File: config.mk
export PLATFORM = sky130hd
export DESIGN_NAME = base64_stream_decoder
export DESIGN_NICKNAME = d
export VERILOG_FILES = /design/src/b64d_pkg.sv /design/src/b64d_front.sv /design/src/b64d_queue.sv /design/src/b64d_back.sv /design/src/base64_stream_decoder.sv
export SDC_FILE = /design/constraint.sdc
export NUM_CORES = 1
export LEC_CHECK = 0
export BUFFER_PORTS_ARGS = -buffer_cell sky130_fd_sc_hd__buf_2
export CAP_MARGIN = 20
export CORE_ASPECT_RATIO = 1.1
export CORE_MARGIN = 1.5
export CORE_UTILIZATION = 66
export DETAILED_ROUTE_END_ITERATION = 16
export HOLD_SLACK_MARGIN = 0.02
export PLACE_DENSITY = 0.84
export SYNTH_ARGS = -nofsm -noshare
export SYNTH_HDL_FRONTEND = slang
export SYNTH_HIERARCHICAL = 1
export SYNTH_SLANG_ARGS = --single-unit
File: constraint.sdc
create_clock -name aclk -period 6.2 [get_ports aclk]
set_input_delay 0.31 -clock aclk [delete_from_list [all_inputs] [get_ports aclk]]
set_output_delay 0.31 -clock aclk [all_outputs]
set_load 0.05 [all_outputs]
File: src/b64d_pkg.sv
// ---------------------------------------------------------------------------
// b64d_pkg
// shared types and the character classifier of the base64 decoder
// ---------------------------------------------------------------------------
package b64d_pkg;

    localparam int ACC_W  = 18;
    localparam int WORD_W = 24;

    // number of bytes a group yields
    localparam logic [1:0] CNT_ONE   = 2'd1;
    localparam logic [1:0] CNT_TWO   = 2'd2;
    localparam logic [1:0] CNT_THREE = 2'd3;

    localparam logic [7:0] CH_PLUS  = 8'h2B;
    localparam logic [7:0] CH_SLASH = 8'h2F;
    localparam logic [7:0] CH_PAD   = 8'h3D;

    // one queued request for the back end: a finished group or an error
    typedef struct packed {
        logic [WORD_W-1:0] word;
        logic [1:0]        cnt;
        logic              msg_last;
        logic              err;
    } b64d_grp_t;

    typedef struct packed {
        logic       is_alpha;
        logic       is_pad;
        logic [5:0] val;
    } b64d_class_t;

    function automatic b64d_class_t classify(input logic [7:0] c);
        b64d_class_t r;
        logic [7:0]  t;
        r = '0;
        t = '0;
        if (c == CH_PLUS) begin
            r.is_alpha = 1'b1;
            r.val      = 6'd62;
        end else if (c == CH_SLASH) begin
            r.is_alpha = 1'b1;
            r.val      = 6'd63;
        end else if (c >= 8'h41 && c <= 8'h5A) begin
            t          = c - 8'd65;
            r.is_alpha = 1'b1;
            r.val      = t[5:0];
        end else if (c >= 8'h61 && c <= 8'h7A) begin
            t          = c - 8'd71;
            r.is_alpha = 1'b1;
            r.val      = t[5:0];
        end else if (c >= 8'h30 && c <= 8'h39) begin
            t          = c + 8'd4;
            r.is_alpha = 1'b1;
            r.val      = t[5:0];
        end else if (c == CH_PAD) begin
            r.is_pad = 1'b1;
        end
        return r;
    endfunction

endpackage

File: src/b64d_front.sv
// ---------------------------------------------------------------------------
// b64d_front
// takes characters, tracks the group and queues finished groups or errors
// ---------------------------------------------------------------------------
module b64d_front (
    input  logic                  aclk,
    input  logic                  aresetn,
    input  logic                  in_fire,
    input  logic [7:0]            in_char,
    input  logic                  in_last,
    output logic                  push,
    output b64d_pkg::b64d_grp_t   push_grp
);

    logic [1:0]                   pos_reg, pos_next;
    logic [b64d_pkg::ACC_W-1:0]   acc_reg, acc_next;
    logic                         pad_reg, pad_next;
    b64d_pkg::b64d_class_t        cls;
    logic [b64d_pkg::ACC_W+5:0]   shifted;

    assign cls     = b64d_pkg::classify(in_char);
    assign shifted = {acc_reg, 6'd0};

    always_comb begin
        pos_next = pos_reg;
        acc_next = acc_reg;
        pad_next = pad_reg;
        push     = 1'b0;
        push_grp = '0;
        push_grp.cnt = b64d_pkg::CNT_ONE;
        if (in_fire) begin
            if (!cls.is_alpha && !cls.is_pad) begin
                push         = 1'b1;
                push_grp.err = 1'b1;
            end else if (cls.is_pad) begin
                if (pos_reg == 2'd2 && !in_last) begin
                    // first of two pads, group waits for the closing one
                    acc_next = shifted[b64d_pkg::ACC_W-1:0];
                    pad_next = 1'b1;
                    pos_next = 2'd3;
                end else if (pos_reg == 2'd3 && in_last) begin
                    push              = 1'b1;
                    push_grp.word     = shifted;
                    push_grp.cnt      = pad_reg ? b64d_pkg::CNT_ONE : b64d_pkg::CNT_TWO;
                    push_grp.msg_last = 1'b1;
                end else begin
                    push         = 1'b1;
                    push_grp.err = 1'b1;
                end
            end else begin
                if (pad_reg) begin
                    push         = 1'b1;
                    push_grp.err = 1'b1;
                end else if (pos_reg != 2'd3) begin
                    if (in_last) begin
                        push         = 1'b1;
                        push_grp.err = 1'b1;
                    end else begin
                        acc_next = shifted[b64d_pkg::ACC_W-1:0] | b64d_pkg::ACC_W'(cls.val);
                        pos_next = pos_reg + 2'd1;
                    end
                end else begin
                    push              = 1'b1;
                    push_grp.word     = {acc_reg, cls.val};
                    push_grp.cnt      = b64d_pkg::CNT_THREE;
                    push_grp.msg_last = in_last;
                end
            end
            // any pushed request closes the group
            if (push) begin
                pos_next = '0;
                acc_next = '0;
                pad_next = 1'b0;
            end
        end
    end

    always_ff @(posedge aclk) begin
        if (!aresetn) begin
            pos_reg <= '0;
            acc_reg <= '0;
            pad_reg <= 1'b0;
        end else begin
            pos_reg <= pos_next;
            acc_reg <= acc_next;
            pad_reg <= pad_next;
        end
    end

endmodule

File: src/b64d_queue.sv
// ---------------------------------------------------------------------------
// b64d_queue
// small fifo of group requests between front and back end
// ---------------------------------------------------------------------------
module b64d_queue #(
    parameter int DEPTH = 4
) (
    input  logic                  aclk,
    input  logic                  aresetn,
    input  logic                  push,
    input  b64d_pkg::b64d_grp_t   push_grp,
    output logic                  full,
    output logic                  nonempty,
    output b64d_pkg::b64d_grp_t   head,
    input  logic                  pop
);

    localparam int AW = (DEPTH > 1) ? $clog2(DEPTH) : 1;

    b64d_pkg::b64d_grp_t entry_reg [DEPTH];
    logic [AW:0] wptr_reg, rptr_reg;

    // wrap bits differ and slot bits match: every slot holds a request
    assign full     = (wptr_reg[AW] != rptr_reg[AW])
                      && (wptr_reg[AW-1:0] == rptr_reg[AW-1:0]);
    assign nonempty = (wptr_reg != rptr_reg);
    assign head     = entry_reg[rptr_reg[AW-1:0]];

    always_ff @(posedge aclk) begin
        if (push) begin
            entry_reg[wptr_reg[AW-1:0]] <= push_grp;
        end
    end

    always_ff @(posedge aclk) begin
        if (!aresetn) begin
            wptr_reg <= '0;
            rptr_reg <= '0;
        end else begin
            if (push) begin
                wptr_reg <= (wptr_reg[AW-1:0] == AW'(DEPTH-1))
                            ? {~wptr_reg[AW], {AW{1'b0}}} : wptr_reg + 1'b1;
            end
            if (pop) begin
                rptr_reg <= (rptr_reg[AW-1:0] == AW'(DEPTH-1))
                            ? {~rptr_reg[AW], {AW{1'b0}}} : rptr_reg + 1'b1;
            end
        end
    end

    a_no_overflow: assert property (@(posedge aclk) disable iff (!aresetn)
        !(push && full))
        else $error("queue push while full");

    a_no_underflow: assert property (@(posedge aclk) disable iff (!aresetn)
        !(pop && !nonempty))
        else $error("queue pop while empty");

    a_ptr_range: assert property (@(posedge aclk) disable iff (!aresetn)
        {1'b0, wptr_reg[AW-1:0]} < (AW+1)'(DEPTH)
        && {1'b0, rptr_reg[AW-1:0]} < (AW+1)'(DEPTH))
        else $error("queue pointer out of range");

endmodule

File: src/b64d_back.sv
// ---------------------------------------------------------------------------
// b64d_back
// splits a queued group into output register bytes, one per unstalled cycle
// ---------------------------------------------------------------------------
module b64d_back (
    input  logic                  aclk,
    input  logic                  aresetn,
    input  logic                  head_valid,
    input  b64d_pkg::b64d_grp_t   head,
    output logic                  pop,
    output logic                  out_valid,
    input  logic                  out_ready,
    output logic [7:0]            out_byte,
    output logic                  out_run_last,
    output logic                  out_msg_last,
    output logic                  out_err
);

    logic [1:0] idx_reg, idx_next;
    logic       valid_reg;
    logic [7:0] byte_reg;
    logic       run_reg, msg_reg, err_reg;
    logic       load;
    logic       final_byte;
    logic [7:0] sel_byte;

    assign load       = !valid_reg || out_ready;
    assign final_byte = (idx_reg == (head.cnt - 2'd1));
    assign pop        = load && head_valid && final_byte;

    always_comb begin
        case (idx_reg)
            2'd0:    sel_byte = head.word[23:16];
            2'd1:    sel_byte = head.word[15:8];
            default: sel_byte = head.word[7:0];
        endcase
    end

    always_comb begin
        idx_next = idx_reg;
        if (load && head_valid) begin
            idx_next = final_byte ? 2'd0 : idx_reg + 2'd1;
        end
    end

    always_ff @(posedge aclk) begin
        if (!aresetn) begin
            idx_reg   <= '0;
            valid_reg <= 1'b0;
        end else begin
            idx_reg <= idx_next;
            if (load) begin
                valid_reg <= head_valid;
            end
        end
    end

    always_ff @(posedge aclk) begin
        if (load && head_valid) begin
            byte_reg <= sel_byte;
            run_reg  <= final_byte;
            msg_reg  <= final_byte && head.msg_last && !head.err;
            err_reg  <= head.err;
        end
    end

    assign out_valid    = valid_reg;
    assign out_byte     = byte_reg;
    assign out_run_last = run_reg;
    assign out_msg_last = msg_reg;
    assign out_err      = err_reg;

endmodule

File: src/base64_stream_decoder.sv
// ---------------------------------------------------------------------------
// base64_stream_decoder
// base64 text to bytes, one character in and one byte out per unstalled cycle
// ---------------------------------------------------------------------------
// first byte of a group: the closing character's request is written to the
//   queue, then the byte is loaded into the output register
// throughput: one character in per cycle while the queue has room, one byte
//   out per cycle while the output is taken; a full group of four characters
//   gives three bytes and an error one; the request queue absorbs error bursts
// reset: aresetn low clears group state, queue pointers and output valid
// ---------------------------------------------------------------------------
module base64_stream_decoder #(
    parameter int QUEUE_DEPTH = 4      // group requests held between the parts
) (
    input  logic       aclk,
    input  logic       aresetn,
    // character input
    input  logic       s_axis_tvalid,
    output logic       s_axis_tready,
    input  logic [7:0] s_axis_tdata,   // [7:0] enc_char
    input  logic       s_axis_tlast,   // is_last
    // decoded byte output
    output logic       m_axis_tvalid,
    input  logic       m_axis_tready,
    output logic [7:0] m_axis_tdata,   // [7:0] data_byte
    output logic       m_axis_tlast,   // last_of_run
    output logic [1:0] m_axis_tuser    // [0] end_of_message, [1] error
);

    logic                  in_fire;
    logic                  push;
    b64d_pkg::b64d_grp_t   push_grp;
    logic                  q_full;
    logic                  q_nonempty;
    b64d_pkg::b64d_grp_t   q_head;
    logic                  q_pop;
    logic                  msg_last;
    logic                  err;

    // a character is taken whenever the queue has room for what it may cause
    assign s_axis_tready = !q_full;
    assign in_fire       = s_axis_tvalid && s_axis_tready;

    // front: classify, gather sextets, raise group or error requests
    b64d_front u_front (
        .aclk     (aclk),
        .aresetn  (aresetn),
        .in_fire  (in_fire),
        .in_char  (s_axis_tdata),
        .in_last  (s_axis_tlast),
        .push     (push),
        .push_grp (push_grp)
    );

    // decouples character intake from byte output
    b64d_queue #(
        .DEPTH (QUEUE_DEPTH)
    ) u_queue (
        .aclk     (aclk),
        .aresetn  (aresetn),
        .push     (push),
        .push_grp (push_grp),
        .full     (q_full),
        .nonempty (q_nonempty),
        .head     (q_head),
        .pop      (q_pop)
    );

    // back: one byte per cycle into the output register unless it stalls
    b64d_back u_back (
        .aclk         (aclk),
        .aresetn      (aresetn),
        .head_valid   (q_nonempty),
        .head         (q_head),
        .pop          (q_pop),
        .out_valid    (m_axis_tvalid),
        .out_ready    (m_axis_tready),
        .out_byte     (m_axis_tdata),
        .out_run_last (m_axis_tlast),
        .out_msg_last (msg_last),
        .out_err      (err)
    );

    assign m_axis_tuser = {err, msg_last};

    a_err_clean: assert property (@(posedge aclk) disable iff (!aresetn)
        m_axis_tvalid && err |-> m_axis_tdata == 8'd0 && !msg_last && m_axis_tlast)
        else $error("error result carries data or end marks wrong");

    a_msg_on_run_end: assert property (@(posedge aclk) disable iff (!aresetn)
        m_axis_tvalid && msg_last |-> m_axis_tlast)
        else $error("end of message not on last byte of a group");

    // the request is written into the queue, then loaded into the output register
    a_out_after_push: assert property (@(posedge aclk) disable iff (!aresetn)
        push && !m_axis_tvalid |=> ##1 m_axis_tvalid)
        else $error("queued request did not reach the output");

endmodule

# Yosys cells after proc, flatten, opt, wreduce, memory -nomap -nowiden
# Memory sizes are Yosys's and may differ from the RTL's. A register that Yosys moved wholly into a read port is not among the register bits.
# Cells that the tools add are included.
word_totals:
  register_bits: 41
  mem_bits_rw: 112
  output_inout_bits: 13
  wordCells: 133
  mem_count: 1
op_classes:
  addsub: 8
  order_cmp: 6
  n_eq_ne: 17
  n_mux: 62
  n_bitwise: 3
  n_reduce_logical: 25
mem_list:
  columns: ["name", "words", "width", "rd", "rd_clocked_by_memory_dff", "write_ports", "line", "source"]
  rows:
  - ["u_queue.entry_reg", 4, 28, 1, 1, 1, "b64d_queue.sv:20", "b64d_pkg::b64d_grp_t entry_reg [DEPTH];"]
op_table:
  columns: ["cell", "count"]
  rows:
  - ["18-bit 2-to-1 mux", 7]
  - ["27-bit 2-to-1 mux", 4]
  - ["28-bit 2-to-1 mux", 3]
  - ["6-bit 2-to-1 mux", 5]
  - ["1-bit 2-to-1 mux", 29]
  - ["8-bit by 6-bit == test with 1-bit output, second input constant", 3]
  - ["2-bit 2-to-1 mux", 11]
  - ["18-bit by 6-bit bitwise OR with 18-bit output", 1]
  - ["8-bit by 7-bit >= comparator with 1-bit output, second input constant", 2]
  - ["8-bit by 7-bit <= comparator with 1-bit output, second input constant", 2]
  - ["8-bit case mux with 2 select lines", 1]
  - ["1-bit logical AND", 12]
  - ["2-bit == test, second input constant", 4]
  - ["8-bit by 6-bit >= comparator with 1-bit output, second input constant", 1]
  - ["8-bit by 6-bit <= comparator with 1-bit output, second input constant", 1]
  - ["3-bit by 1-bit adder with 3-bit output, second input constant", 2]
  - ["6-bit by 3-bit adder with 6-bit output, second input constant", 1]
  - ["1-bit logical NOT", 6]
  - ["3-bit 2-to-1 mux", 2]
  - ["3-bit inequality test, second input constant", 2]
  - ["6-bit AND reduction", 1]
  - ["6-bit by 1-bit subtractor with 6-bit output, second input constant", 1]
  - ["6-bit by 3-bit subtractor with 6-bit output, second input constant", 1]
  - ["2-bit by 1-bit adder with 2-bit output, second input constant", 2]
  - ["13 further kinds", 17]

# Longest topological paths before layout
# Gate-level depths: netlist of run 1.
logic_depth:
  depth_word: 14
  depth_mapped: 12

# Hierarchy
# The synthesis of run 1 kept the hierarchy.
by_module_without_submodules:
  columns: ["mod", "n_inst", "cells_per_inst", "area_per_inst_um2", "seq_area_each_um2"]
  rows:
  - ["b64d_queue", 1, 188, 4506.8, 3523.4]
  - ["b64d_front", 1, 228, 1706.6, 420.4]
  - ["b64d_back", 1, 64, 678.2, 390.4]
  - ["base64_stream_decoder", 1, 4, 25.0, 0.0]

# Least setup slack after synthesis of run 1
# Ideal clock, no wire load.
synth_timing:
  kind: "input to register"
  startpoint: "input port s_axis_tdata[3]"
  endpoint: "memory u_queue/entry_reg[3][0] (netlist name) (enable)"
  t_arrival_ps: 3027
  slack_ps: 2786
  path_stages: 11
  path_buffers: 3
  path_cell_list: "clkbuf_1 > inv_1 > ha_1 > nor2b_1 > o21ai_1 > nand2_1 > and3_1 > buf_2 > nor3_1 > clkbuf_2 > and2_1"
synth_via:
  elab_chain_len: 14
synth_lines:
  columns: ["item", "line", "source"]
  rows:
  - ["start: declaration", "base64_stream_decoder.sv:20", "input logic [7:0] s_axis_tdata,"]
  - ["8-bit by 6-bit >= comparator with 1-bit output (tied with other cells)", "b64d_pkg.sv:52", "end else if (c >= 8'h30 && c <= 8'h39) begin"]
  - ["1-bit logical AND or 1-bit 2-to-1 mux (tied branches)", "b64d_pkg.sv:52, b64d_pkg.sv:56", null]
  - ["1-bit 2-to-1 mux", "b64d_pkg.sv:52", null]
  - ["1-bit 2-to-1 mux", "b64d_pkg.sv:48", "end else if (c >= 8'h61 && c <= 8'h7A) begin"]
  - ["1-bit 2-to-1 mux", "b64d_pkg.sv:44", "end else if (c >= 8'h41 && c <= 8'h5A) begin"]
  - ["1-bit 2-to-1 mux", "b64d_pkg.sv:41", "end else if (c == CH_SLASH) begin"]
  - ["1-bit 2-to-1 mux", "b64d_pkg.sv:38", "if (c == CH_PLUS) begin"]
  - ["1-bit logical NOT", "b64d_front.sv:32", "if (!cls.is_alpha && !cls.is_pad) begin"]
  - ["1-bit logical AND", "b64d_front.sv:32", null]
  - ["1-bit 2-to-1 mux *", "b64d_front.sv:32", null]
  - ["1-bit 2-to-1 mux * (2 in series)", "b64d_front.sv:31", "if (in_fire) begin"]
  - ["via push", "base64_stream_decoder.sv:31", "logic push;"]
  - ["1-bit 2-to-1 mux *", "b64d_queue.sv:30", "if (push) begin"]
  - ["1-bit 2-to-1 mux (implied by the code) *", "b64d_queue.sv:31", "entry_reg[wptr_reg[AW-1:0]] <= push_grp;"]
  - ["end: declaration", "b64d_queue.sv:20", null]
# Mark *: on every way through the listed nets, which the timed path passes. The rest lies on a longest branch. The select of a mux whose other input is x is not followed.

# Final worst setup path of run 1
layout_timing:
  startpoint: "input port s_axis_tdata[0]"
  endpoint: "memory u_queue/entry_reg[3][22] (netlist name) (enable)"
# The elaborated chain is that of the path after synthesis.

==> run metrics, run 1 <==
peak per-stage delay on the critical path 770 ps; Critical R2R Launch u_queue/wptr_reg[1]$_SDFFE_PN0P_; initial core utilization 67.2%; run status complete, no violations; CTS clk-pin slew, worst paths 60 ps; crit path cell chain buf_2 > inv_1 > ha_1 > nor2b_1 > o21ai_1 > nand2_1 > and3_1 > nor3_1 > and2_1 > buf_4; H-tree levels 4; largest net degree at the start of global routing 29; via count 4207; Reg power frac 44.4%; commonest non-fill, non-tap cells in the layout 123 x edfxtp_1, 41 x nand2_1, 31 x dfxtp_1, 25 x buf_2, 23 x and2_1; kind of cell adding the most delay to the critical path simple AND/OR/NAND/NOR gates; Final HPWL DP roughly 8600 um; Int Pwr 2.06 mW; crit share post-route 59.3%; post_cts resized 0; slowest stage cell, crit path nor3_1; final WL between 10000 and 15000 um; clk buf depth 2; DR WL/cell 21.5 um; post-synthesis sequential area ratio 62.7%; Fmax roughly 270 MHz; Iter 0 DRT Violations 418; Post-Syn Area 6920 sq um; worst-margin pin slew a little under 1000 ps; Synth Instances between 400 and 500; Core Util, Final between 70 and 80%; CP Buf/Inv Count 3; initial antenna violation count 0; area delta synth->final 11.5%; GR Util All Layers 28.2%; first-pass GRT wire length 22600 um; Syn Nets 515; Yosys top cell area share 53.4%; syn_area_per_cell 14.3 sq um; sw frac between 20% and 30%; # DRC 0; die area 11100 sq um; crit path from s_axis_tdata[0]; unrepaired setup endpoints after global routing false; layout cells sized above 1 18.2%; total power 2.92 mW; Hold Vio Cnt, Final 0; CP startpoint kind input port; CTS Sinks 155; commonest non-fill, non-tap cell in the layout edfxtp_1; CTS tree done; Final GP Congestion 0.854; Reg2Reg Depth 8; GR Overflow Total 0; worst reg2reg setup slack 2890 ps; placed instance area about 7100 sq um; Top FF cell, synth edfxtp_1; PortBufs 25; DR vias/cell approximately 6.3; Initial DRT Pass Iterations 5; combinational fraction of design power 20.0%; count of cell types in the netlist 62; final setup fails 0; number of synthesized flops with an enable pin around 120; Peak VDD IR 210 uV; Yosys top cell by area edfxtp_1; CTS root buf clkbuf_16; synth warn 6; fin area 7710 sq um; worst skew pair latency 420 ps; max_slew headroom 34.4%; Crit Path Class in2reg; die width 101 um; PD cells 379 nW/um^2; cts bufs inserted 17; ANT cells 0; FFs w/ async S/R, synth 0%; NetSw 0.858 mW; FF/Latch Area between 4000 and 5000 sq um; Crit Path Max Fanout 28; Worst Path Required approximately 6300 ps; dominant cells by area after synthesis edfxtp_1 53%, dfxtp_1 9.3%, mux4_2 6.5%; Chip Height 110 um; max capacitance violation total 0; clock power share 35.6%; LEAKAGE 2.72 nW; post-route ant nets 0; vias in the first global route 4323; nature of the critical path endpoint flip-flop; area of the multi-input gates 2350 sq um; post-layout minimum cycle time 3680 ps; Hold EP u_back/idx_reg[0]$_SDFFE_PN0P_; Core Footprint 10300 sq um; max-slew violations 0; cts hold-fix bufs 0; setup TNS 0 ps; fill count slightly below 600; Hold Crit Start aresetn; postcts setup bufs 0; hold depth 2; Worst Hold Class in2reg; I/O pin count 26; WP data arrival between 3000 and 4000 ps; Setup Skew 9.20 ps; max reg flops 112; Row Count 39; synthesis-stage register bit count 155; reg2reg end u_queue/entry_reg[3][22]$_DFFE_PP_; NumNets Final 540
power by group through the flow:
| stage | registers, mW | clock network, mW | logic (mW) |
|---|---|---|---|
| 2_1_floorplan | 1.38 | 0 | 0.398 |
| 3_3_place_gp | 1.31 | 0 | 0.560 |
| 3_5_place_dp | 1.32 | 0 | 0.576 |
| 4_1_cts | 1.30 | 1.05 | 0.588 |
| 5_1_grt | 1.31 | 1.09 | 0.626 |
| 6_report | 1.30 | 1.04 | 0.585 |
worst reg2reg max path, cell delays in order (launching register included):
cell and delay [ps]:
dfxtp_1 410, xnor2_1 110, and3b_1 200, nor2b_1 110, buf_4 250, inv_1 360
nor3_1 850, and2_1 240, buf_4 390
how the worst max path moves through the flow:
stage | endpoint | slack (ps) | depth (start not counted)
final | u_queue/entry_reg[3][22]$_DFFE_PP_ | 2520 | 10
after global placement | u_queue/entry_reg[2][7]$_DFFE_PP_ | 2310 | 10
after global routing | u_queue/entry_reg[3][15]$_DFFE_PP_ | 2170 | 10
after floorplan | u_queue/entry_reg[3][0]$_DFFE_PP_ | 2790 | 11
after CTS | u_queue/entry_reg[3][27]$_DFFE_PP_ | 2560 | 10
after detailed placement | u_queue/entry_reg[3][24]$_DFFE_PP_ | 2170 | 10
metrics by stage:
stage / worst slack (ps) / std cells / hold slack [ps]
floorplan: 2790 / 484 / 427
global route: 2170 / 665 / 293
detailed placement: 2170 / 633 / 447
CTS: 2560 / 665 / 255
global placement: 2310 / 633 / 441
finish: 2520 / 665 / 282
cells in the mapped netlist, types with 4 or more instances:
| library cell | n |
|---|---|
| o31ai_1 | 6 |
| dfxtp_1 | 32 |
| nand2b_1 | 4 |
| and2_1 | 23 |
| buf_2 | 9 |
| nand3_1 | 12 |
| inv_1 | 20 |
| a22oi_1 | 8 |
| mux2i_1 | 4 |
| a21oi_1 | 21 |
| nor3_1 | 7 |
| edfxtp_1 | 123 |
| clkbuf_1 | 9 |
| nand4_1 | 5 |
| nand2_1 | 41 |
| nor2_1 | 22 |
| o21ai_1 | 5 |
| xnor2_1 | 6 |
| and3_1 | 4 |
| o211ai_1 | 14 |
| nor2b_1 | 8 |
| mux4_2 | 20 |
| mux4_1 | 8 |
| ha_1 | 18 |
layer usage:
| layer | track usage (%) | part of all wire, % | up-vias |
|---|---|---|---|
| li1 | - | - | 1906 |
| met1 | 34.7 | 40 | 2057 |
| met2 | 49.0 | 52 | 209 |
| met3 | 5.17 | 6.3 | 35 |
| met4 | 12.5 | 2.3 | 0 |
| met5 | 0 | 0 | - |
logic make-up (layout without fill, tap and decap cells):
group,Yosys count,count (layout),share of synthesized area [%]
compound gates,86,86,9.21
xor+xnor,6,6,0.760
mux,32,32,10.1
fa+ha+maj,18,18,3.26
simple gates,142,142,10.7
flops,155,155,62.7
buf+inv,45,83,3.31
cell type report:
class,instances,share of cell area (%)
Sequential cell,155,56.2
Multi-Input combinational cell,284,30.5
Clock buffer,18,5.56
Inverter,20,0.973
Tap cell,143,2.32
Timing Repair Buffer,31,2.21
Clock inverter,14,2.21
Power figures use the tool's default switching activity.
==> run 2, diff against run 1 <==
--- a/config.mk
+++ b/config.mk
@@ -5,14 +5,15 @@
 export SDC_FILE = /design/constraint.sdc
 export NUM_CORES = 1
 export LEC_CHECK = 0
+export ABC_AREA = 1
 export BUFFER_PORTS_ARGS = -buffer_cell sky130_fd_sc_hd__buf_2
 export CAP_MARGIN = 20
 export CORE_ASPECT_RATIO = 1.1
 export CORE_MARGIN = 1.5
-export CORE_UTILIZATION = 66
+export CORE_UTILIZATION = 62
 export DETAILED_ROUTE_END_ITERATION = 16
 export HOLD_SLACK_MARGIN = 0.02
-export PLACE_DENSITY = 0.84
+export PLACE_DENSITY = 0.8
 export SYNTH_ARGS = -nofsm -noshare
 export SYNTH_HDL_FRONTEND = slang
 export SYNTH_HIERARCHICAL = 1
==> constraint.sdc (replaced) <==
create_clock -name aclk -period 3.84 [get_ports aclk]
set_input_delay 0.192 -clock aclk [delete_from_list [all_inputs] [get_ports aclk]]
set_output_delay 0.192 -clock aclk [all_outputs]
set_load 0.05 [all_outputs]
==> run 2 against run 1 <==
Compared with the run above: clock-buffer cell count is 5 higher; sequential cell count stayed put; global-route usage down 1.8 points; wire length is 11% higher; synthesized cell count increased by 77%; clock power grew 59%; die area grew 18%; sequential power increased by 58%; largest cell class unchanged.
==> run metrics, run 2 <==
post-layout minimum cycle time 2610 ps; run status complete, no violations; max reg flops 112 (unchanged); CP startpoint kind input port; crit path from s_axis_tdata[2]; LEAKAGE 3.66 nW (+35%); Worst Hold Class in2reg; Setup Skew 8.24 ps (-0.956 ps); Final GP Congestion 0.952 (+12%); first-pass GRT wire length 26000 um (+15%); max_slew headroom 45.7% (+11 points); GR Util All Layers 26.4% (-1.8 points); crit path cell chain buf_2 > inv_1 > ha_1 > nand2_1 > nand3b_1 > nand2_1 > nand2_2 > nand2_4 > nand4_4 > a21oi_2 > nand2_1 > inv_1 > buf_4; Fmax 384 MHz; via count 5644 (+34%); setup ws final 1230 ps (-1290 ps); CTS tree done; DR vias/cell 5.43 (-14%); reg2reg end u_queue/entry_reg[0][24]$_DFFE_PP_; initial antenna violation count 0 (unchanged); Row Count 42 (+7.7%); Crit Path Class in2reg; Yosys top cell by area edfxtp_1; Peak VDD IR 454 uV (+120%); NumNets Final 903 (+67%); Core Footprint 12100 sq um (+17%); setup TNS 0 ps (unchanged); slowest stage cell, crit path buf_4; die width 109 um (+8.6%); post-route ant nets 0 (unchanged); Initial DRT Pass Iterations 5 (unchanged); Post-Syn Area 7700 sq um (+11%); vias in the first global route 5496 (+27%); Hold Vio Cnt, Final 0 (unchanged); worst skew pair latency 420 ps (about the same); most frequent cells after synthesis 233 x nand2_1, 123 x edfxtp_1, 103 x nor2_1, 101 x inv_1, 54 x nand3_1; Syn Nets 887 (+72%); max capacitance violation total 0 (unchanged); postcts setup bufs 0 (unchanged); PD cells 579 nW/um^2 (+53%); CP Buf/Inv Count 4 (+1); final setup fails 0 (unchanged); CTS root buf clkbuf_16; commonest non-fill, non-tap cell in the layout nand2_1; Reg2Reg Depth 12 (+4); max-slew violations 0 (unchanged); H-tree levels 4 (unchanged); layout cells sized above 1 14.5% (-3.7 points); Iter 0 DRT Violations 484 (+16%); count of cell types in the netlist 34 (-45%); Chip Height 120 um (+8.6%); Hold Crit Start m_axis_tready; initial core utilization 63.7% (-3.5 points); Hold EP u_back/out_valid$_SDFFE_PN0P_; Crit Path Max Fanout 28 (unchanged); final WL 15900 um (+11%); WP data arrival 2670 ps (-1070 ps); commonest non-fill, non-tap cells in the layout 233 x nand2_1, 123 x edfxtp_1, 103 x nor2_1, 101 x inv_1, 54 x nand3_1; Critical R2R Launch u_queue/wptr_reg[0]$_SDFFE_PN0P_; top-count cell post-synth nand2_1; area delta synth->final 9.96%; I/O pin count 26 (unchanged); number of synthesized flops with an enable pin 123 (unchanged); Final HPWL DP 10200 um (+19%); Top FF cell, synth edfxtp_1; fill count 881 (+51%); FFs w/ async S/R, synth 0% (unchanged); worst-margin pin slew 815 ps (-169 ps); GR Overflow Total 0 (unchanged); ANT cells 0 (unchanged); cts hold-fix bufs 0 (unchanged); worst reg2reg setup slack 1360 ps (-1530 ps); Worst Path Required 3900 ps (-2360 ps); unrepaired setup endpoints after global routing false; # DRC 0 (unchanged); crit share post-route 67.9%; Crit path top cell by count nand2_1; synthesis-stage register bit count 155 (unchanged); synth warn 6 (unchanged); die area 13100 sq um (+18%); Yosys top cell area share 48.0% (-5.4 points); pre-CTS setup slack 840 ps (-1330 ps); CTS Sinks 155 (unchanged); cts bufs inserted 17 (unchanged); dominant cells by area after synthesis edfxtp_1 48%, nand2_1 11%, dfxtp_1 8.3%; peak per-stage delay on the critical path 400 ps (-370 ps); Synth Instances 856 (+77%); largest net degree at the start of global routing 62 (+110%); kind of cell adding the most delay to the critical path simple AND/OR/NAND/NOR gates; Core Util, Final 70.0% (-4.9 points); PortBufs 25 (unchanged); nature of the critical path endpoint flip-flop; syn_area_per_cell 8.99 sq um (-37%); clk buf depth 2 (unchanged); hold depth 4 (+2); CTS clk-pin slew, worst paths 60 ps (about the same); post_cts resized 0 (unchanged); DR WL/cell 15.3 um (-29%); post-synthesis sequential area ratio 56.3% (-6.4 points)
-- run 2: cell types whose count changed after synthesis, moves of 9 or more --
cell,delta
mux4_2,-20
nor2_1,+81
or2_2,+27
o211ai_1,-14
nand3_1,+42
nand2_1,+192
inv_1,+81
and2_1,-23
nand2_2,+9
nand4_1,+23
-- run 2: cells by family (layout without fill, tap and decap cells) --
family,Yosys count,after routing,share of synthesized area (%)
adder cells (fa/ha/maj),18,18,2.93
XOR/XNOR,7,7,0.797
buffers and inverters,146,175,8.22
AO/OA/AOI/OAI,49,49,3.62
flip-flops,155,155,56.3
AND/OR/NAND/NOR,481,481,28.1
-- run 2: power by group --
part	internal, mW	switching (mW)
Clock	0.989	0.659
Combinational	0.326	0.884
Sequential	1.99	0.0535
-- run 2: through the flow --
stage	hold WS, ps	area (sq um)	power, mW	std cells
floorplan	313	7700	3.03	856
CTS	61.4	8460	4.91	1039
detailed placement	458	7870	3.28	1007
finish	66.6	8460	4.90	1039
global route	113	8460	5.12	1039
global placement	457	7870	3.24	1007
-- run 2: tightest hold or removal path: cells and delay by family --
family / cells / cell delay [ps]
buf+inv: 2 / 100
simple gates: 1 / 70
compound gates: 1 / 80
-- run 2: metal layers --
layer,GRT usage (%),wire length [um],vias to the layer above
met5,0,0,-
met4,11.4,444,0
met3,5.43,910,43
met2,44.6,8150,214
met1,32.4,6390,2586
li1,-,-,2801
-- run 2: worst max-delay path by stage --
stage	endpoint	slack [ps]	cells past startpoint
finish	u_queue/entry_reg[0][24]$_DFFE_PP_	1230	13
CTS	u_queue/entry_reg[0][24]$_DFFE_PP_	1250	13
global placement	u_queue/entry_reg[1][15]$_DFFE_PP_	950	13
floorplan	u_queue/entry_reg[3][0]$_DFFE_PP_	1010	14
global route	u_queue/entry_reg[0][24]$_DFFE_PP_	960	13
detailed placement	u_queue/entry_reg[0][7]$_DFFE_PP_	840	13
-- run 2: area by class of cell --
class / instances / area, sq um / area share (%)
multi-input combinational: 555 / 2730 / 32.3
clock inverter: 9 / 66.3 / 0.783
inverter: 109 / 414 / 4.89
clock buffer: 23 / 533 / 6.30
tap: 154 / 193 / 2.28
timing repair buffer: 34 / 193 / 2.28
sequential: 155 / 4340 / 51.2
